--- config.mk ---
export PLATFORM = sky130hd
export DESIGN_NAME = base32_bech32_codec_flat
export DESIGN_NICKNAME = d
export VERILOG_FILES = /design/src/hdl/b32c_pkg.sv /design/src/hdl/b32c_if.sv /design/src/hdl/b32c_front.sv /design/src/hdl/b32c_queue.sv /design/src/hdl/b32c_back.sv /design/src/hdl/base32_bech32_codec.sv /design/src/flat_wrapper.sv
export SDC_FILE = /design/constraint.sdc
export NUM_CORES = 1
export LEC_CHECK = 0
export ABC_AREA = 1
export BUFFER_PORTS_ARGS = -buffer_cell sky130_fd_sc_hd__buf_2
export CORE_ASPECT_RATIO = 1.5
export CORE_MARGIN = 1
export CORE_UTILIZATION = 25
export DETAILED_ROUTE_END_ITERATION = 8
export GPL_TIMING_DRIVEN = 0
export PLACE_DENSITY_LB_ADDON = 0.05
export SLEW_MARGIN = 0
export SYNTH_ARGS = -nofsm -noshare
export SYNTH_HDL_FRONTEND = slang
export SYNTH_HIERARCHICAL = 1
export SYNTH_SLANG_ARGS = --single-unit
--- constraint.sdc ---
create_clock -name clk -period 6.3 [get_ports clk]
set_clock_uncertainty 0.2 [all_clocks]
set_input_delay 1.26 -clock clk [delete_from_list [all_inputs] [get_ports clk]]
set_output_delay 1.26 -clock clk [all_outputs]
set_load 0.005 [all_outputs]
--- src/hdl/b32c_pkg.sv ---
`timescale 1ns / 1ps
// ----------------------------------------------------------------------------
// b32c_pkg
// Shared types, mode codes and alphabet helpers for the bech32 data codec.
// ----------------------------------------------------------------------------
package b32c_pkg;

  localparam logic [1:0] MODE_ENC      = 2'd0;
  localparam logic [1:0] MODE_DEC_BYTE = 2'd1;
  localparam logic [1:0] MODE_DEC_SYM  = 2'd2;
  localparam logic [1:0] MODE_NONE     = 2'd3;

  localparam int unsigned MAX_RES           = 3;
  localparam int unsigned RES_CNT_W         = $clog2(MAX_RES + 1);
  localparam int unsigned QUEUE_DEPTH_DEF   = 2;
  localparam int unsigned NUM_SYM           = 32;

  localparam logic [7:0] ALPHABET [NUM_SYM] = '{
    "q", "p", "z", "r", "y", "9", "x", "8",
    "g", "f", "2", "t", "v", "d", "w", "0",
    "s", "3", "j", "n", "5", "4", "k", "h",
    "c", "e", "6", "m", "u", "a", "7", "l"
  };

  typedef struct packed {
    logic [7:0] value;
    logic       has_value;
    logic       bad_char;
    logic       last;
  } res_t;

  typedef struct packed {
    res_t [MAX_RES-1:0]   res;
    logic [RES_CNT_W-1:0] cnt;
  } entry_t;

  function automatic logic [7:0] sym_to_char(input logic [4:0] sym);
    return ALPHABET[sym];
  endfunction

  // {unknown, symbol}
  function automatic logic [5:0] char_to_sym(input logic [7:0] c);
    logic [5:0] r;
    r = 6'b10_0000;
    for (int i = 0; i < NUM_SYM; i++) begin
      if (c == ALPHABET[i]) begin
        r = {1'b0, 5'(i)};
      end
    end
    return r;
  endfunction

endpackage

--- src/hdl/b32c_if.sv ---
`timescale 1ns / 1ps
// ----------------------------------------------------------------------------
// b32c_if
// Valid/ready channels for codec input items and result items.
// ----------------------------------------------------------------------------
interface b32c_in_if;
  logic       valid;
  logic       ready;
  logic [7:0] in_value;
  logic       in_last;

  modport source (output valid, in_value, in_last, input ready);
  modport sink   (input valid, in_value, in_last, output ready);
endinterface

interface b32c_out_if;
  logic       valid;
  logic       ready;
  logic [7:0] out_value;
  logic       has_value;
  logic       bad_char;
  logic       out_last;

  modport source (output valid, out_value, has_value, bad_char, out_last, input ready);
  modport sink   (input valid, out_value, has_value, bad_char, out_last, output ready);
endinterface

--- src/hdl/b32c_front.sv ---
`timescale 1ns / 1ps
// ----------------------------------------------------------------------------
// b32c_front
// Accepts input beats, tracks pending bits and builds the result group.
// ----------------------------------------------------------------------------
module b32c_front (
  input  logic              clk,
  input  logic              rst_n,
  input  logic              cfg_wr_en,
  input  logic [1:0]        cfg_wr_data,
  b32c_in_if.sink           in_ch,
  output logic              push,
  output b32c_pkg::entry_t  push_entry,
  input  logic              q_full
);

  logic [1:0] mode_r;
  logic [7:0] store_r, store_nxt;
  logic [2:0] cnt_r, cnt_nxt;
  logic       err_r, err_nxt;
  logic       accept;

  b32c_pkg::res_t [b32c_pkg::MAX_RES-1:0] res_list;
  logic [b32c_pkg::RES_CNT_W-1:0]         n;

  function automatic b32c_pkg::res_t make_res(input logic [7:0] v, input logic has,
                                              input logic bad, input logic lst);
    b32c_pkg::res_t r;
    r.value     = v;
    r.has_value = has;
    r.bad_char  = bad;
    r.last      = lst;
    return r;
  endfunction

  assign in_ch.ready = !q_full;
  assign accept      = in_ch.valid && in_ch.ready;

  always_comb begin : calc
    logic [11:0] acc;
    logic [3:0]  total;
    logic [3:0]  rem;
    logic [5:0]  look;
    logic        err_now;
    store_nxt = store_r;
    cnt_nxt   = cnt_r;
    err_nxt   = err_r;
    n         = '0;
    res_list  = '0;
    acc       = '0;
    total     = '0;
    rem       = '0;
    err_now   = err_r;
    look      = b32c_pkg::char_to_sym(in_ch.in_value);
    case (mode_r)
      b32c_pkg::MODE_ENC: begin
        acc   = {store_r[3:0], in_ch.in_value};
        total = {1'b0, cnt_r} + 4'd8;
        res_list[0] = make_res(b32c_pkg::sym_to_char(5'(acc >> (total - 4'd5))),
                               1'b1, 1'b0, 1'b0);
        if (total >= 4'd10) begin
          res_list[1] = make_res(b32c_pkg::sym_to_char(5'(acc >> (total - 4'd10))),
                                 1'b1, 1'b0, 1'b0);
          n   = 2'd2;
          rem = total - 4'd10;
        end else begin
          n   = 2'd1;
          rem = total - 4'd5;
        end
        // zero-pad the leftover bits into a final character
        if (in_ch.in_last && rem != 4'd0) begin
          res_list[n] = make_res(b32c_pkg::sym_to_char(5'(acc[4:0] << (3'd5 - rem[2:0]))),
                                 1'b1, 1'b0, 1'b0);
          n = n + 2'd1;
        end
        store_nxt = 8'(acc & ((12'd1 << rem) - 12'd1));
        cnt_nxt   = rem[2:0];
      end
      b32c_pkg::MODE_DEC_BYTE, b32c_pkg::MODE_DEC_SYM: begin
        err_now = err_r | look[5];
        err_nxt = err_now;
        if (err_now) begin
          if (in_ch.in_last) begin
            res_list[0] = make_res(8'd0, 1'b0, 1'b1, 1'b0);
            n = 2'd1;
          end
        end else if (mode_r == b32c_pkg::MODE_DEC_SYM) begin
          res_list[0] = make_res({3'd0, look[4:0]}, 1'b1, 1'b0, 1'b0);
          n = 2'd1;
        end else begin
          acc   = {store_r[6:0], look[4:0]};
          total = {1'b0, cnt_r} + 4'd5;
          if (total >= 4'd8) begin
            res_list[0] = make_res(8'(acc >> (total - 4'd8)), 1'b1, 1'b0, 1'b0);
            n   = 2'd1;
            rem = total - 4'd8;
          end else begin
            rem = total;
          end
          store_nxt = 8'(acc & ((12'd1 << rem) - 12'd1));
          cnt_nxt   = rem[2:0];
          if (in_ch.in_last && n == 2'd0) begin
            res_list[0] = make_res(8'd0, 1'b0, 1'b0, 1'b0);
            n = 2'd1;
          end
        end
      end
      default: begin
      end
    endcase
    if (in_ch.in_last && mode_r != b32c_pkg::MODE_NONE) begin
      if (n != 2'd0) begin
        res_list[n - 2'd1].last = 1'b1;
      end
      store_nxt = '0;
      cnt_nxt   = '0;
      err_nxt   = 1'b0;
    end
  end

  assign push           = accept && (n != '0);
  assign push_entry.res = res_list;
  assign push_entry.cnt = n;

  always_ff @(posedge clk) begin
    if (!rst_n) begin
      mode_r  <= b32c_pkg::MODE_ENC;
      store_r <= '0;
      cnt_r   <= '0;
      err_r   <= 1'b0;
    end else if (cfg_wr_en) begin
      // a mode write starts a fresh message
      mode_r  <= cfg_wr_data;
      store_r <= '0;
      cnt_r   <= '0;
      err_r   <= 1'b0;
    end else if (accept) begin
      store_r <= store_nxt;
      cnt_r   <= cnt_nxt;
      err_r   <= err_nxt;
    end
  end

endmodule

--- src/hdl/b32c_queue.sv ---
`timescale 1ns / 1ps
// ----------------------------------------------------------------------------
// b32c_queue
// Short FIFO of result groups between the front and back parts.
// ----------------------------------------------------------------------------
module b32c_queue #(
  parameter int unsigned DEPTH = b32c_pkg::QUEUE_DEPTH_DEF
) (
  input  logic              clk,
  input  logic              rst_n,
  input  logic              push,
  input  b32c_pkg::entry_t  push_entry,
  output logic              full,
  output logic              head_valid,
  output b32c_pkg::entry_t  head_entry,
  input  logic              pop
);

  localparam int unsigned PTR_W = (DEPTH > 1) ? $clog2(DEPTH) : 1;
  localparam int unsigned CNT_W = $clog2(DEPTH + 1);

  b32c_pkg::entry_t   mem_r [DEPTH];
  logic [PTR_W-1:0]   wr_ptr_r, rd_ptr_r;
  logic [CNT_W-1:0]   count_r;
  logic               do_push, do_pop;

  assign full       = (count_r == CNT_W'(DEPTH));
  assign head_valid = (count_r != '0);
  assign head_entry = mem_r[rd_ptr_r];
  assign do_push    = push && !full;
  assign do_pop     = pop && head_valid;

  always_ff @(posedge clk) begin
    if (do_push) begin
      mem_r[wr_ptr_r] <= push_entry;
    end
  end

  always_ff @(posedge clk) begin
    if (!rst_n) begin
      wr_ptr_r <= '0;
      rd_ptr_r <= '0;
      count_r  <= '0;
    end else begin
      if (do_push) begin
        wr_ptr_r <= (wr_ptr_r == PTR_W'(DEPTH - 1)) ? '0 : wr_ptr_r + 1'b1;
      end
      if (do_pop) begin
        rd_ptr_r <= (rd_ptr_r == PTR_W'(DEPTH - 1)) ? '0 : rd_ptr_r + 1'b1;
      end
      if (do_push && !do_pop) begin
        count_r <= count_r + 1'b1;
      end else if (do_pop && !do_push) begin
        count_r <= count_r - 1'b1;
      end
    end
  end

endmodule

--- src/hdl/b32c_back.sv ---
`timescale 1ns / 1ps
// ----------------------------------------------------------------------------
// b32c_back
// Drains the head result group one output beat per cycle while out_ch.ready is high.
// ----------------------------------------------------------------------------
module b32c_back (
  input  logic              clk,
  input  logic              rst_n,
  input  logic              head_valid,
  input  b32c_pkg::entry_t  head_entry,
  output logic              pop,
  b32c_out_if.source        out_ch
);

  logic [b32c_pkg::RES_CNT_W-1:0] idx_r;
  logic                           accept;
  logic                           at_end;
  b32c_pkg::res_t                 cur;

  assign cur              = head_entry.res[idx_r];
  assign out_ch.valid     = head_valid;
  assign out_ch.out_value = cur.value;
  assign out_ch.has_value = cur.has_value;
  assign out_ch.bad_char  = cur.bad_char;
  assign out_ch.out_last  = cur.last;

  assign accept = out_ch.valid && out_ch.ready;
  assign at_end = (idx_r == head_entry.cnt - 1'b1);
  assign pop    = accept && at_end;

  always_ff @(posedge clk) begin
    if (!rst_n) begin
      idx_r <= '0;
    end else if (accept) begin
      // advance within the group, drop it after its last beat
      idx_r <= at_end ? '0 : idx_r + 1'b1;
    end
  end

endmodule

--- src/hdl/base32_bech32_codec.sv ---
`timescale 1ns / 1ps
// ----------------------------------------------------------------------------
// base32_bech32_codec
// Streaming bech32 data-part codec: encode bytes, decode to bytes or symbols.
// ----------------------------------------------------------------------------
//  channel  dir  handshake          payload
//  in_ch    in   valid/ready        in_value[7:0], in_last
//  out_ch   out  valid/ready        out_value[7:0], has_value, bad_char, out_last
//  cfg      in   cfg_wr_en (write)  cfg_wr_data[1:0] = mode
//
//  An input beat is taken every cycle while the group queue has room; each
//  beat yields zero to three results, and the back part drives one result
//  beat per cycle while out_ch.ready is high, so the result side sets the
//  sustained rate. Reset (rst_n, synchronous) selects encode mode and
//  empties the queue. An output stall fills the QUEUE_DEPTH-entry queue,
//  after which in_ch.ready drops.
// ----------------------------------------------------------------------------
module base32_bech32_codec #(
  parameter int unsigned QUEUE_DEPTH = b32c_pkg::QUEUE_DEPTH_DEF
) (
  input  logic        clk,
  input  logic        rst_n,
  input  logic        cfg_wr_en,
  input  logic [1:0]  cfg_wr_data,
  b32c_in_if.sink     in_ch,
  b32c_out_if.source  out_ch
);

  logic              push;
  logic              full;
  logic              head_valid;
  logic              pop;
  b32c_pkg::entry_t  push_entry;
  b32c_pkg::entry_t  head_entry;

  b32c_front u_front (
    .clk         (clk),
    .rst_n       (rst_n),
    .cfg_wr_en   (cfg_wr_en),
    .cfg_wr_data (cfg_wr_data),
    .in_ch       (in_ch),
    .push        (push),
    .push_entry  (push_entry),
    .q_full      (full)
  );

  b32c_queue #(
    .DEPTH (QUEUE_DEPTH)
  ) u_queue (
    .clk        (clk),
    .rst_n      (rst_n),
    .push       (push),
    .push_entry (push_entry),
    .full       (full),
    .head_valid (head_valid),
    .head_entry (head_entry),
    .pop        (pop)
  );

  b32c_back u_back (
    .clk        (clk),
    .rst_n      (rst_n),
    .head_valid (head_valid),
    .head_entry (head_entry),
    .pop        (pop),
    .out_ch     (out_ch)
  );

endmodule
--- src/flat_wrapper.sv ---
// flat-port wrapper written by rule: the top's interface ports become plain ports
module base32_bech32_codec_flat 
#(
  parameter int unsigned QUEUE_DEPTH = b32c_pkg::QUEUE_DEPTH_DEF
)
  (clk, rst_n, cfg_wr_en, cfg_wr_data, in_ch_valid, in_ch_in_value, in_ch_in_last, in_ch_ready, out_ch_valid, out_ch_out_value, out_ch_has_value, out_ch_bad_char, out_ch_out_last, out_ch_ready);
  b32c_in_if in_ch_i ();
  b32c_out_if out_ch_i ();
  input  logic clk;
  input  logic rst_n;
  input  logic cfg_wr_en;
  input  logic [1:0] cfg_wr_data;
  input wire logic [$bits(in_ch_i.valid)-1:0] in_ch_valid;
  input wire logic [$bits(in_ch_i.in_value)-1:0] in_ch_in_value;
  input wire logic [$bits(in_ch_i.in_last)-1:0] in_ch_in_last;
  output wire logic [$bits(in_ch_i.ready)-1:0] in_ch_ready;
  output wire logic [$bits(out_ch_i.valid)-1:0] out_ch_valid;
  output wire logic [$bits(out_ch_i.out_value)-1:0] out_ch_out_value;
  output wire logic [$bits(out_ch_i.has_value)-1:0] out_ch_has_value;
  output wire logic [$bits(out_ch_i.bad_char)-1:0] out_ch_bad_char;
  output wire logic [$bits(out_ch_i.out_last)-1:0] out_ch_out_last;
  input wire logic [$bits(out_ch_i.ready)-1:0] out_ch_ready;
  assign in_ch_i.valid = in_ch_valid;
  assign in_ch_i.in_value = in_ch_in_value;
  assign in_ch_i.in_last = in_ch_in_last;
  assign in_ch_ready = in_ch_i.ready;
  assign out_ch_valid = out_ch_i.valid;
  assign out_ch_out_value = out_ch_i.out_value;
  assign out_ch_has_value = out_ch_i.has_value;
  assign out_ch_bad_char = out_ch_i.bad_char;
  assign out_ch_out_last = out_ch_i.out_last;
  assign out_ch_i.ready = out_ch_ready;
  base32_bech32_codec #(.QUEUE_DEPTH(QUEUE_DEPTH)) u_core (.clk(clk), .rst_n(rst_n), .cfg_wr_en(cfg_wr_en), .cfg_wr_data(cfg_wr_data), .in_ch(in_ch_i), .out_ch(out_ch_i));
endmodule
Yosys cells after proc, flatten, opt, wreduce, memory -nomap -nowiden:

Memory sizes are Yosys's and may differ from the RTL's. A register that Yosys moved wholly into a read port is not among the register bits.
Index checks and enable logic that the tools add are counted.

* memory bits (writable): 70
* word-level logic and storage cells: 213
* bits in registers: 19
* output and inout bits: 13
* bits of input ports: 16
* memories kept: 4
* ROM bits: 768

Memory list
* (no name shown): words 32, bits a word 8, read ports 1, clocked after Yosys merged registers in 0, write ports 0, RTL line b32c_pkg.sv:38 `return ALPHABET[sym];`
* (no name shown): words 32, bits a word 8, read ports 1, clocked after Yosys merged registers in 0, write ports 0, RTL line b32c_pkg.sv:38
* (no name shown): words 32, bits a word 8, read ports 1, clocked after Yosys merged registers in 0, write ports 0, RTL line b32c_pkg.sv:38
* u_core.u_queue.mem_r: words 2, bits a word 35, read ports 1, clocked after Yosys merged registers in 1, write ports 1, RTL line b32c_queue.sv:22 `b32c_pkg::entry_t mem_r [DEPTH];`

* equal/unequal tests: 39
* magnitude comparators: 10
* bitwise gates (word level): 7
* $add $sub $neg: 16
* muxes and demuxes: 95
* shifts and indexed selects: 6
* reduce and logical (&&, ||, !) cells: 28

Operator list (count)
* 6-bit two-way mux: 32
* 8-bit by 7-bit == test with 1-bit output (second input constant): 23
* 33-bit two-way mux: 3
* 11-bit two-way mux: 8
* 8-bit by 6-bit == test with 1-bit output (second input constant): 9
* 33-bit bitwise mux: 2
* 8-bit two-way mux: 6
* 11-bit demux with 2-bit select: 2
* 2-bit two-way mux: 13
* 4-bit two-way mux: 6
* 12-bit by 4-bit right shift with 5-bit output: 2
* 11-bit binary-select mux with 2-bit select: 1
* 22-bit two-way mux: 1
* 11-bit case mux with 2 select lines: 1
* 7-bit two-way mux: 3
* 6-bit >= comparator (second input constant): 3
* 5-bit inverter with 6-bit output: 3
* 7-bit bitwise AND: 2
* 7-bit case mux with 2 select lines: 1
* 1-bit by 4-bit left shift with 7-bit output (first input constant): 2
* 7-bit by 1-bit subtractor with 7-bit output (second input constant): 2
* 1-bit logical AND: 13
* 12-bit by 4-bit right shift with 8-bit output: 1
* 1-bit two-way mux: 11
* 30 further kinds: 51

Depth between registers and ports, before layout:

Gate-level depths: netlist of run 1.

* word-level depth: 50
* mapped depth: 28

Hierarchy:

Netlist of run 1, hierarchy kept.

Modules (own cells, without submodules)
* b32c_front: area each 3931.3 um2, times used 1, seq. area each 260.2 um2, cells each 732
* b32c_queue: area each 2925.3 um2, times used 1, seq. area each 2202.1 um2, cells each 146
* b32c_back: area each 404.1 um2, times used 1, seq. area each 40.0 um2, cells each 78

Worst setup path before layout of run 1:

No wires, ideal clock.

* path type: input to register
* from: input in_ch_in_value[3]
* to: memory u_core/u_queue/mem_r[1][0] in the netlist's numbering, enable pin
* data arrival time: 4.271 ns
* setup slack: 1.402 ns
* stages: 16
* buffers on the path: 1
* library setup time: 0.427 ns
* cells stage by stage: buf_4 -> nor2_2 -> inv_1 -> nor2_1 -> inv_1 -> o2111ai_1 -> nor2_2 -> nand2_1 -> nand2_2 -> nor2_2 -> o21ai_2 -> nand2_1 -> o21ai_0 -> inv_1 -> o21ai_2 -> nor2_1

* cells in the longest elaborated chain, start to end: 41
* elaborated cells on any way between the ends: 72

Ends and longest elaborated chain
* start, declared: RTL line flat_wrapper.sv:14 `input wire logic [$bits(in_ch_i.in_value)-1:0] in_ch_in_value;`
* 8-bit by 7-bit == test with 1-bit output: RTL line b32c_pkg.sv:46 `if (c == ALPHABET[i]) begin`
* 6-bit two-way mux (31 in series): RTL line b32c_pkg.sv:46
* 6-bit two-way mux *: RTL line b32c_pkg.sv:46
* 1-bit OR *: RTL line b32c_front.sv:80 `err_now = err_r | look[5];`
* 2-bit two-way mux *: RTL line b32c_front.sv:82 `if (err_now) begin`
* 2-bit case mux with 2 select lines *: RTL line b32c_front.sv:55 `case (mode_r)`
* 2-bit nonzero test *: RTL line b32c_front.sv:121 `assign push = accept && (n != '0);`
* 1-bit logical AND *: RTL line b32c_front.sv:121
* named net u_core.push: RTL line base32_bech32_codec.sv:29 `logic push;`
* 1-bit logical AND *: RTL line b32c_queue.sv:30 `assign do_push = push && !full;`
* 1-bit two-way mux *: RTL line b32c_queue.sv:34 `if (do_push) begin`
* 1-bit two-way mux (not written as such) *: RTL line b32c_queue.sv:35 `mem_r[wr_ptr_r] <= push_entry;`
* end, declared: RTL line b32c_queue.sv:22

Mark *: on every way through the listed nets, which the timed path passes. The rest lies on a longest branch.

Worst setup path after layout of run 1:

* from: register u_core.u_front.cnt_r[1]
* to: memory u_core/u_queue/mem_r[0][33] in the netlist's numbering, enable pin

* cells in the longest elaborated chain, start to end: 17
* elaborated cells on any way between the ends: 29

Ends and longest elaborated chain
* start, declared: RTL line b32c_front.sv:19 `logic [2:0] cnt_r, cnt_nxt;`
* start signal, assigned: RTL line b32c_front.sv:139 `cnt_r <= cnt_nxt;`
* 3-bit by 3-bit adder with 4-bit output: RTL line b32c_front.sv:92 `total = {1'b0, cnt_r} + 4'd5;`
* 4-bit >= comparator: RTL line b32c_front.sv:93 `if (total >= 4'd8) begin`
* 1-bit two-way mux: RTL line b32c_front.sv:93
* 2-bit two-way mux: RTL line b32c_front.sv:87 `end else if (mode_r == b32c_pkg::MODE_DEC_SYM) begin`
* 2-bit two-way mux: RTL line b32c_front.sv:82
* 2-bit two-way mux: RTL line b32c_front.sv:55
* 2-bit zero test: RTL line b32c_front.sv:102 `if (in_ch.in_last && n == 2'd0) begin`
* 1-bit logical AND: RTL line b32c_front.sv:102
* [2 not listed]
* 2-bit two-way mux: RTL line b32c_front.sv:82
* 2-bit case mux with 2 select lines *: RTL line b32c_front.sv:55
* 2-bit nonzero test *: RTL line b32c_front.sv:121
* 1-bit logical AND *: RTL line b32c_front.sv:121
* named net u_core.push: RTL line base32_bech32_codec.sv:29
* 1-bit logical AND *: RTL line b32c_queue.sv:30
* 1-bit two-way mux *: RTL line b32c_queue.sv:34
* 1-bit two-way mux (not written as such) *: RTL line b32c_queue.sv:35

Mark *: on every way through the listed nets, which the timed path passes. The rest lies on a longest branch. The select of a mux whose other input is x is not followed.

==> results of run 1 <==
cell type report:
| class | count | area [sq um] |
|---|---|---|
| antenna | 1 | 2.50 |
| timing repair buffer | 28 | 170 |
| clock buffer | 11 | 233 |
| sequential | 90 | 2500 |
| fill | 3220 | 20400 |
| inverter | 126 | 479 |
| tap | 390 | 488 |
| clock inverter | 5 | 32.5 |
| buffer | 33 | 260 |
| multi-input combinational | 710 | 4050 |
worst paths after layout:
check | end | cells past startpoint | startpoint | slack, ns
min reg2reg | u_core/u_front/store_r[5] | 2 | u_core/u_front/store_r[5] | 0.27
max | u_core/u_queue/mem_r[0][33] | 18 | u_core/u_front/cnt_r[1] | 1.12
min | u_core/u_front/store_r[5] | 2 | u_core/u_front/store_r[5] | 0.27
max reg2reg | u_core/u_queue/mem_r[0][33] | 18 | u_core/u_front/cnt_r[1] | 1.12
registers in the layout, indices dropped and copies added, names as in the netlist, named ones only:
signal and cells:
u_core/u_front/cnt_r 3, u_core/u_back/idx_r 2, u_core/u_front/store_r 7, u_core/u_queue/rd_ptr_r 1, u_core/u_queue/mem_r 70, u_core/u_front/err_r 1, u_core/u_queue/count_r 2, u_core/u_front/mode_r 2
u_core/u_queue/wr_ptr_r 1
worst register-to-register path: stages, from the launching register on:
cell and delay [ns]:
dfxtp_1 0.53, buf_2 0.27, inv_1 0.25, ha_1 0.34, inv_2 0.18, nor2_8 0.09, o21ai_2 0.29, nor2_1 0.17
inv_1 0.13, nor2_1 0.10, nor2_2 0.28, inv_1 0.13, ha_1 0.20, nor2_1 0.57, o21ai_0 0.29, inv_1 0.14
o21ai_2 0.12, nor2_4 0.33, buf_12 0.26
metrics by stage:
| stage | TNS [ns] | hold WS [ns] | setup slack, ns |
|---|---|---|---|
| floorplan | 0 | 0.243 | 1.40 |
| global placement | -79.75 | 0.264 | -1.18 |
| detailed placement | 0 | 0.259 | 1.01 |
| CTS | 0 | 0.270 | 0.940 |
| global route | 0 | 0.287 | 0.696 |
| finish | 0 | 0.266 | 1.12 |
cells in the final DEF (no fill, tap or decap), types with 4 or more instances in the layout:
cell,count
nand2_1,190
nor2_1,104
inv_1,89
o21ai_0,70
edfxtp_1,70
nand3_1,65
a21oi_1,53
buf_2,34
o21ai_1,31
inv_2,30
mux2_4,30
dfxtp_1,20
ha_1,20
nor3_1,15
o211ai_1,14
buf_4,12
nand4_1,12
nand2_2,12
nor2_2,10
clkbuf_16,9
a31oi_1,8
clkbuf_1,7
o21ai_2,6
nor2_4,6
o22ai_1,6
buf_12,5
mux2_2,5
clkinv_1,4
conb_1,4
layer usage:
metal  up-vias  global-route usage
li1       3340                   -
met1      3090               0.171
met2       117               0.354
met3        40              0.0197
met4         2              0.0813
met5         -                   0
cell families (layout without fill, tap and decap cells):
family	after synthesis	after routing
compound gates	220	220
xor+xnor	4	4
fa+ha+maj	20	20
buf+inv	159	203
flops	90	90
mux	35	35
other cells	1	5
simple gates	427	427
report_power, final:
part / switching (W) / leakage (nW) / internal [W]
sequential: 0.0000306 / 0.824 / 0.000748
clock: 0.000229 / 0.122 / 0.000266
combinational: 0.000672 / 2.39 / 0.000356
total: 0.000931 / 3.34 / 0.00137
==> impl_metrics.env, run 1 <==
export IMPL_status="completed"
export IMPL_instances_no_fill=1394
export IMPL_dr_pass1_iters=4
export IMPL_ys_seq_elements=90
export IMPL_syn_inst=956
export IMPL_synthMuxAreaShare=0.0698
export IMPL_hold_class="flop to flop"
export IMPL_cp_slowest_cell="nor2_1"
export IMPL_period_share=0.822
export IMPL_overflow=0
export IMPL_synthTopCellsByArea="edfxtp_1 (29%), nand2_1 (9.8%), mux2_4 (6.2%)"
export IMPL_initial_core_util=0.254
export IMPL_synthSimpleGateAreaFrac=0.261
export IMPL_crit_chain="buf_2 -> inv_1 -> ha_1 -> inv_2 -> nor2_8 -> o21ai_2 -> nor2_1 -> inv_1 -> nor2_1 -> nor2_2 -> inv_1 -> ha_1 -> nor2_1 -> o21ai_0 -> inv_1 -> o21ai_2 -> nor2_4 -> buf_12"
export IMPL_cts_root_buf="clkbuf_16"
export IMPL_synth_top_family_by_area="simple AND/OR/NAND/NOR gates"
export IMPL_post_route_min_period_ns=5.18
export IMPL_drt_met1_wl_um=9580
export IMPL_ys_seq_area_frac=0.345
export IMPL_crit_family="simple AND/OR/NAND/NOR gates"
export IMPL_cp_required_ns=6.14
export IMPL_placedCellCount=1377
export IMPL_cts_sinks=90
export IMPL_final_util=0.287
export IMPL_synth_compound_area_frac=0.183
export IMPL_viasPerCell=4.73
export IMPL_synth_top_cells_by_count="nand2_1 (190), nor2_1 (106), inv_1 (89), edfxtp_1 (70), o21ai_0 (70)"
export IMPL_vdd_drop_max_mv=0.0989
export IMPL_routedWlPerCell_um=18.1
export IMPL_setup_violations=0
export IMPL_hold_viol=0
export IMPL_rows=76
export IMPL_async_flop_share=0
export IMPL_yosysMostFrequentCell="nand2_1"
export IMPL_syn_to_final_growth_pct=13.1
export IMPL_endpoint_kind="flop"
export IMPL_path_class="flop to flop"
export IMPL_drc=0
export IMPL_avgSynthCellArea_sq_um=7.59
export IMPL_post_cts_buffers=0
export IMPL_die_area_sq_mm=0.0297
export IMPL_clockBufferDepth=2
export IMPL_power_density_mw_per_mm2=280
export IMPL_port_buffers=26
export IMPL_synth_largest_area_cell="edfxtp_1"
export IMPL_maxSlewViolCount=0
export IMPL_cp_max_fo=26
export IMPL_yosysWarnings=6
export IMPL_grt_max_degree=28
export IMPL_synthesis_area_sq_mm=0.00726
export IMPL_cp_buffers_inverters=7
export IMPL_synth_fa_ha_area_frac=0.0345
export IMPL_yosysUniqueCellTypes=62
export IMPL_crit_path_start_kind="flop"
export IMPL_cp_arrival_ns=5.02
export IMPL_hold_buffers=0
export IMPL_cts_tree="yes"
export IMPL_total_power_w=0.00230
export IMPL_vias=6589
export IMPL_clkTransAtPathRegs_ns=0.07
export IMPL_core_area_sq_mm=0.0286
export IMPL_clk_latency_ns=0.35
export IMPL_detail_route_antenna_nets=0
export IMPL_highest_signal_layer="met5"
export IMPL_synth_xor_area_frac=0.00483
export IMPL_cts_buffers=9
export IMPL_die_h_um=211
export IMPL_track_usage=0.174
export IMPL_tightest_slew_ns=0.726
export IMPL_wl_met2_um=14200
export IMPL_p_leak_nw=3.34
export IMPL_routabilityCongestion=0.849
export IMPL_htreeDepth=3
export IMPL_grt_setup_unrepaired="no"
export IMPL_dpl_hpwl_um=20600
export IMPL_place_area_sq_mm=0.00795
export IMPL_stdcell_area_sq_mm=0.00821
export IMPL_wl_um=25200
export IMPL_wl_met3_um=563
export IMPL_grt_pass1_wl_um=38700
export IMPL_die_w_um=141
export IMPL_synthFlopType="edfxtp_1"
export IMPL_worst_path_most_repeated_cell="inv_1"
export IMPL_synth_edf_count=70
export IMPL_drive_gt1_frac=0.187
export IMPL_drtIter0Drc=270
export IMPL_cap_viol_max_count=0
export IMPL_antenna_found_initial=2
export IMPL_slew_headroom=0.514
export IMPL_max_clock_freq_mhz=193
export IMPL_grt_pass1_vias=6794
export IMPL_nets=1034
export IMPL_cts_resized=0
export IMPL_crit_path_max_incr_delay_ns=0.57
export IMPL_yosys_area_top_type_share=0.290
export IMPL_ioPinCount=29
(Power assumes the default switching activity.)
==> run 2, diff against run 1 <==
==> constraint.sdc (replaced) <==
create_clock -name clk -period 5.01 [get_ports clk]
set_clock_uncertainty 0.2 [all_clocks]
set_input_delay 1.002 -clock clk [delete_from_list [all_inputs] [get_ports clk]]
set_output_delay 1.002 -clock clk [all_outputs]
set_load 0.005 [all_outputs]
==> impl_metrics.env, run 2 (synthesis gave the netlist of run 1 again) <==
export IMPL_grt_max_degree=28
export IMPL_final_common_cell="nand2_1"
export IMPL_nets=1036
export IMPL_dpl_hpwl_um=20600
export IMPL_cts_root_buf="clkbuf_16"
export IMPL_clkTransAtPathRegs_ns=0.07
export IMPL_overflow=0
export IMPL_clockBufferDepth=2
export IMPL_grt_use_met1=0.171
export IMPL_whs_endpoint="u_core/u_front/store_r[5]"
export IMPL_crit_path_start_kind="flop"
export IMPL_grt_busiest_layer="met2"
export IMPL_vdd_drop_max_mv=0.124
export IMPL_grt_pass1_wl_um=38700
export IMPL_reg_top3="u_core/u_queue/mem_r: 70 flops, u_core/u_front/store_r: 7 flops, u_core/u_front/cnt_r: 3 flops"
export IMPL_period_share=0.939
export IMPL_die_area_sq_mm=0.0297
export IMPL_viasPerCell=4.74
export IMPL_instances_no_fill=1396
export IMPL_fill_cells=3214
export IMPL_placedCellCount=1377
export IMPL_initial_core_util=0.254
export IMPL_drc=0
export IMPL_netSwitchingFraction=0.405
export IMPL_drtIter0Drc=274
export IMPL_dr_pass1_iters=4
export IMPL_holdPathStages=2
export IMPL_setup_violations=0
export IMPL_hold_viol=0
export IMPL_detail_route_antenna_nets=0
export IMPL_maxSlewViolCount=0
export IMPL_track_usage=0.174
export IMPL_cp_max_fo=13
export IMPL_place_area_sq_mm=0.00795
export IMPL_largest_register_ffs=70
export IMPL_wl_um=25300
export IMPL_status="completed"
export IMPL_cp_required_ns=5.10
export IMPL_seqPwrFrac=0.337
export IMPL_largest_register="u_core/u_queue/mem_r"
export IMPL_die_w_um=141
export IMPL_antenna_found_initial=2
export IMPL_tightest_slew_ns=0.613
export IMPL_slew_headroom=0.591
export IMPL_cell_internal_pwr_w=0.00173
export IMPL_cts_tree="yes"
export IMPL_cts_buffers=9
export IMPL_power_density_mw_per_mm2=352
export IMPL_p_leak_nw=3.35
export IMPL_max_clock_freq_mhz=213
export IMPL_path_class="flop to flop"
export IMPL_min_from="u_core/u_front/store_r[5]"
export IMPL_cap_viol_max_count=0
export IMPL_endpoint_kind="flop"
export IMPL_use_met2=0.354
export IMPL_rr_worst_depth=27
export IMPL_vias=6611
export IMPL_ioPinCount=29
export IMPL_drive_gt1_frac=0.193
export IMPL_p_sw_w=0.00118
export IMPL_multiInputGateArea_sq_mm=0.00406
export IMPL_syn_to_final_growth_pct=13.5
export IMPL_hold_class="flop to flop"
export IMPL_cp_arrival_ns=4.79
export IMPL_clk_latency_ns=0.35
export IMPL_grt_use_met3=0.0197
export IMPL_grt_setup_unrepaired="no"
export IMPL_stdcell_area_sq_mm=0.00824
export IMPL_die_h_um=211
export IMPL_rr_endpoint="u_core/u_queue/count_r[1]"
export IMPL_htreeDepth=3
export IMPL_core_area_sq_mm=0.0286
export IMPL_layout_common_cells="nand2_1 (190), nor2_1 (102), inv_1 (88)"
export IMPL_rows=76
export IMPL_post_route_min_period_ns=4.70
export IMPL_r2r_start="u_core/u_front/cnt_r[0]"
export IMPL_grt_pass1_vias=6794
export IMPL_clkPwrFrac=0.215
export IMPL_hold_worst_slack_ns=0.265
export IMPL_routedWlPerCell_um=18.1
export IMPL_rrSetupSlack_ns=0.31
export IMPL_port_buffers=26
export IMPL_routabilityCongestion=0.849
export IMPL_cts_sinks=90
export IMPL_regArea_sq_mm=0.00250
export IMPL_power_frac_comb=0.448
## run 2: power by group through the flow
stage	logic, W	registers (W)	clock network [W]
6_report	0.00130	0.000979	0.000623
5_1_grt	0.00144	0.000988	0.000678
4_1_cts	0.00132	0.000980	0.000651
3_5_place_dp	0.00131	0.000996	0
3_3_place_gp	0.00131	0.00100	0
2_1_floorplan	0.000910	0.000986	0
## run 2: metrics by stage
step | worst slack (ns) | power [W] | setup TNS (ns) | util
after detailed placement | -0.280 | 0.00231 | -14.70 | 0.278
after CTS | 0.118 | 0.00295 | 0 | 0.287
after global placement | -2.47 | 0.00231 | -170.05 | 0.276
after floorplan | 0.230 | 0.00190 | 0 | -
after global routing | 0.00272 | 0.00310 | 0 | 0.288
final | 0.308 | 0.00290 | 0 | 0.288
## run 2: area by class of cell
class / instances / share of cell area
diodes: 1 / 0.000304
plain buffers: 33 / 0.0316
multi-input cells: 710 / 0.492
clock buffers: 11 / 0.0282
clock inverters: 5 / 0.00395
well taps: 390 / 0.0592
repair buffers: 30 / 0.0225
flip-flops and latches: 90 / 0.304
inverters: 126 / 0.0586
## run 2: repair_timing
action | CTS | global route
gates resized for setup | 3 | 2
buffers inserted | 0 | 2
cloned | 0 | 0
hold buffers | 0 | 0
setup endpoints to repair | 72 | 55
## run 2: worst max-delay path by stage
stage,from,end,slack [ns]
final,u_core/u_front/cnt_r[0],u_core/u_queue/count_r[1],0.31
after global routing,u_core/u_front/cnt_r[0],u_core/u_queue/count_r[1],0.003
after floorplan,u_core/u_front/cnt_r[1],u_core/u_queue/mem_r[1][0],0.23
after detailed placement,u_core/u_front/cnt_r[1],u_core/u_queue/mem_r[0][34],-0.28
after global placement,u_core/u_front/cnt_r[1],u_core/u_queue/mem_r[0][34],-2.47
after CTS,u_core/u_front/cnt_r[1],u_core/u_queue/count_r[1],0.12
## run 2: layer usage
metal	up-vias	share of wire	wire [um]
li1	3346	-	-
met1	3094	0.38	9610
met2	127	0.56	14100
met3	42	0.023	581
met4	2	0.038	959
met5	-	0.00051	13
## run 2: worst max-delay path, cell delays in order, from the launching register on
cell and delay (ns):
dfxtp_1 0.55, inv_2 0.14, buf_2 0.25, ha_1 0.24
nand2_2 0.08, inv_2 0.06, nor2_8 0.16, inv_4 0.09
nand2_1 0.11, o21ai_4 0.10, nor2_1 0.20, clkinv_1 0.09
nor2_1 0.23, nor2_2 0.14, ha_1 0.34, nor2_1 0.06
a21oi_1 0.14, nand2_1 0.12, o21ai_0 0.28, inv_1 0.11
o21ai_2 0.15, inv_1 0.11, ha_1 0.32, inv_1 0.08
nand3_1 0.07, nand2_1 0.06, inv_1 0.04, nor2_1 0.08
==> run 3, diff against run 2 <==
--- a/config.mk
+++ b/config.mk
@@ -5,7 +5,6 @@
 export SDC_FILE = /design/constraint.sdc
 export NUM_CORES = 1
 export LEC_CHECK = 0
-export ABC_AREA = 1
 export BUFFER_PORTS_ARGS = -buffer_cell sky130_fd_sc_hd__buf_2
 export CORE_ASPECT_RATIO = 1.5
 export CORE_MARGIN = 1
==> impl_metrics.env, run 3 <==
export IMPL_synthesis_area_sq_mm=0.00759
export IMPL_detail_route_antenna_nets=0
export IMPL_synthSimpleGateAreaFrac=0.203
export IMPL_syn_inst=833
export IMPL_yosysMostFrequentCell="nand2_1"
export IMPL_die_h_um=215
export IMPL_routedWlPerCell_um=21.9
export IMPL_antenna_found_initial=0
export IMPL_initial_core_util=0.256
export IMPL_endpoint_kind="flop"
export IMPL_total_power_w=0.00264
export IMPL_cts_tree="yes"
export IMPL_rows=77
export IMPL_multiInputGateArea_sq_mm=0.00469
export IMPL_crit_chain="inv_1 -> clkbuf_4 -> ha_1 -> nand4bb_1 -> nand4_1 -> clkbuf_2 -> and2_1 -> nand2_1 -> nand2_2 -> inv_1 -> ha_1 -> nor2b_1 -> a21oi_2 -> a21oi_1 -> inv_1 -> nor2_1 -> ha_1 -> or3_1 -> a21boi_1"
export IMPL_synth_fa_ha_area_frac=0.0343
export IMPL_path_depth=19
export IMPL_ys_seq_area_frac=0.330
export IMPL_yosysUniqueCellTypes=84
export IMPL_port_buffers=27
export IMPL_p_leak_nw=2.93
export IMPL_dr_pass1_iters=4
export IMPL_largest_register_ffs=70
export IMPL_holdPathStages=2
export IMPL_stdcell_area_sq_mm=0.00863
export IMPL_synth_edf_count=70
export IMPL_place_area_sq_mm=0.00830
export IMPL_synth_largest_area_cell="edfxtp_1"
export IMPL_routabilityCongestion=0.887
export IMPL_post_route_min_period_ns=4.62
export IMPL_fill_cells=3260
export IMPL_cp_required_ns=5.10
export IMPL_final_util=0.291
export IMPL_synthTopCellsByArea="edfxtp_1 (28%), mux2_2 (6.5%), dfxtp_1 (5.3%)"
export IMPL_dpl_hpwl_um=22400
export IMPL_syn_to_final_growth_pct=13.8
export IMPL_synth_top_family_by_area="compound AO/OA/AOI/OAI gates"
export IMPL_ys_seq_elements=90
export IMPL_drtIter0Drc=319
export IMPL_regArea_sq_mm=0.00250
export IMPL_crit_family="simple AND/OR/NAND/NOR gates"
export IMPL_core_area_sq_mm=0.0297
export IMPL_ioPinCount=29
export IMPL_grt_pass1_vias=7072
export IMPL_diodes=0
export IMPL_vdd_drop_max_mv=0.143
export IMPL_synth_top_cells_by_count="nand2_1 (71), edfxtp_1 (70), nor2_1 (59), a21oi_1 (51), o21ai_0 (50)"
export IMPL_cts_root_buf="clkbuf_16"
export IMPL_avgSynthCellArea_sq_um=9.11
export IMPL_maxSlewViolCount=0
export IMPL_power_density_mw_per_mm2=306
export IMPL_clkTransAtPathRegs_ns=0.07
export IMPL_grt_setup_unrepaired="no"
export IMPL_cts_buffers=9
export IMPL_htreeDepth=3
export IMPL_setup_violations=0
export IMPL_synth_compound_area_frac=0.204
export IMPL_crit_path_max_incr_delay_ns=0.46
export IMPL_path_class="flop to flop"
export IMPL_cp_arrival_ns=4.71
export IMPL_drc=0
export IMPL_reg_top3="u_core/u_queue/mem_r: 70 flops, u_core/u_front/store_r: 7 flops, u_core/u_front/cnt_r: 3 flops"
export IMPL_layout_common_cells="nand2_1 (70), edfxtp_1 (70), nor2_1 (58)"
export IMPL_wl_um=28000
export IMPL_period_share=0.922
export IMPL_cts_sinks=90
export IMPL_async_flop_share=0
export IMPL_yosys_area_top_type_share=0.277
export IMPL_die_area_sq_mm=0.0311
export IMPL_tightest_slew_ns=0.881
export IMPL_slew_headroom=0.397
export IMPL_overflow=0
export IMPL_synthMuxAreaShare=0.154
export IMPL_grt_pass1_wl_um=42500
export IMPL_vias=6680
export IMPL_clk_latency_ns=0.35
export IMPL_rr_worst_depth=19
export IMPL_crit_path_start_kind="flop"
export IMPL_hold_class="flop to flop"
export IMPL_die_w_um=144
export IMPL_synthFlopType="edfxtp_1"
export IMPL_viasPerCell=5.23
export IMPL_cp_slowest_cell="dfxtp_2"
export IMPL_largest_register="u_core/u_queue/mem_r"
export IMPL_yosysWarnings=6
export IMPL_nets=914
export IMPL_cp_buffers_inverters=5
export IMPL_drive_gt1_frac=0.196
export IMPL_max_clock_freq_mhz=217
export IMPL_cp_max_fo=13
export IMPL_synth_xor_area_frac=0.0185
export IMPL_cap_viol_max_count=0
export IMPL_clockBufferDepth=2
export IMPL_grt_max_degree=31
export IMPL_track_usage=0.186
export IMPL_hold_viol=0
export IMPL_status="completed"
[run 3: kinds of logic (layout without fill, tap and decap cells)]
family                     count (synthesis)  count (layout)
AOI/OAI and AO/OA                        224             224
and+or+nand+nor                          295             295
xor gates and xnor gates                  16              16
DFF                                       90              90
muxes                                     91              91
buffers and inverters                     95             142
other                                      1               4
adders and majority gates                 21              21
[run 3: cell type report]
cell class | count | share of cell area
well taps | 395 | 0.0572
plain buffers | 71 | 0.0396
flip-flops and latches | 90 | 0.290
repair buffers | 31 | 0.0238
clock inverters | 7 | 0.0100
multi-input cells | 651 | 0.543
inverters | 24 | 0.0104
clock buffers | 9 | 0.0261
[run 3: routing by layer]
layer | track usage | vias to the layer above | part of all wire
li1 | - | 3220 | -
met1 | 0.185 | 3237 | 0.37
met2 | 0.367 | 163 | 0.56
met3 | 0.0186 | 60 | 0.024
met4 | 0.101 | 0 | 0.051
met5 | 0 | - | 0
[run 3: report_power, final]
part	switching (W)	total (W)	internal, W
Combinational	0.000587	0.000971	0.000384
Clock	0.000312	0.000709	0.000397
Sequential	0.0000305	0.000959	0.000929
Total	0.000929	0.00264	0.00171
[run 3: repair_timing]
item,in CTS,in global routing
hold buffers,0,0
resized for setup,6,4
buffers inserted,1,0
setup endpoints to repair,73,49
pin swaps,1,0
[run 3: worst paths after layout]
kind,from,endpoint,slack [ns]
worst min register to register,u_core/u_front/store_r[4],u_core/u_front/store_r[4],0.30
worst max register to register,u_core/u_front/cnt_r[0],u_core/u_queue/count_r[1],0.39
worst max-delay path,u_core/u_front/cnt_r[0],u_core/u_queue/count_r[1],0.39
worst min-delay path,u_core/u_front/store_r[4],u_core/u_front/store_r[4],0.30
[run 3: worst register-to-register path, delay by kind of cell (launching register included)]
family	cells	cell delay, ns
fa+ha+maj	3	0.82
simple gates	8	1.64
flops	1	0.46
compound gates	3	0.47
buf+inv	5	0.96
[run 3: through the flow]
stage                     TNS [ns]  hold WS, ns  std cells  setup slack [ns]
after floorplan                  0        0.254        836             0.120
after global placement     -132.08        0.292       1258             -2.37
after detailed placement    -33.52        0.297       1261            -0.756
after CTS                        0        0.308       1278            0.0938
after global routing             0        0.325       1278           0.00131
final                            0        0.300       1278             0.391
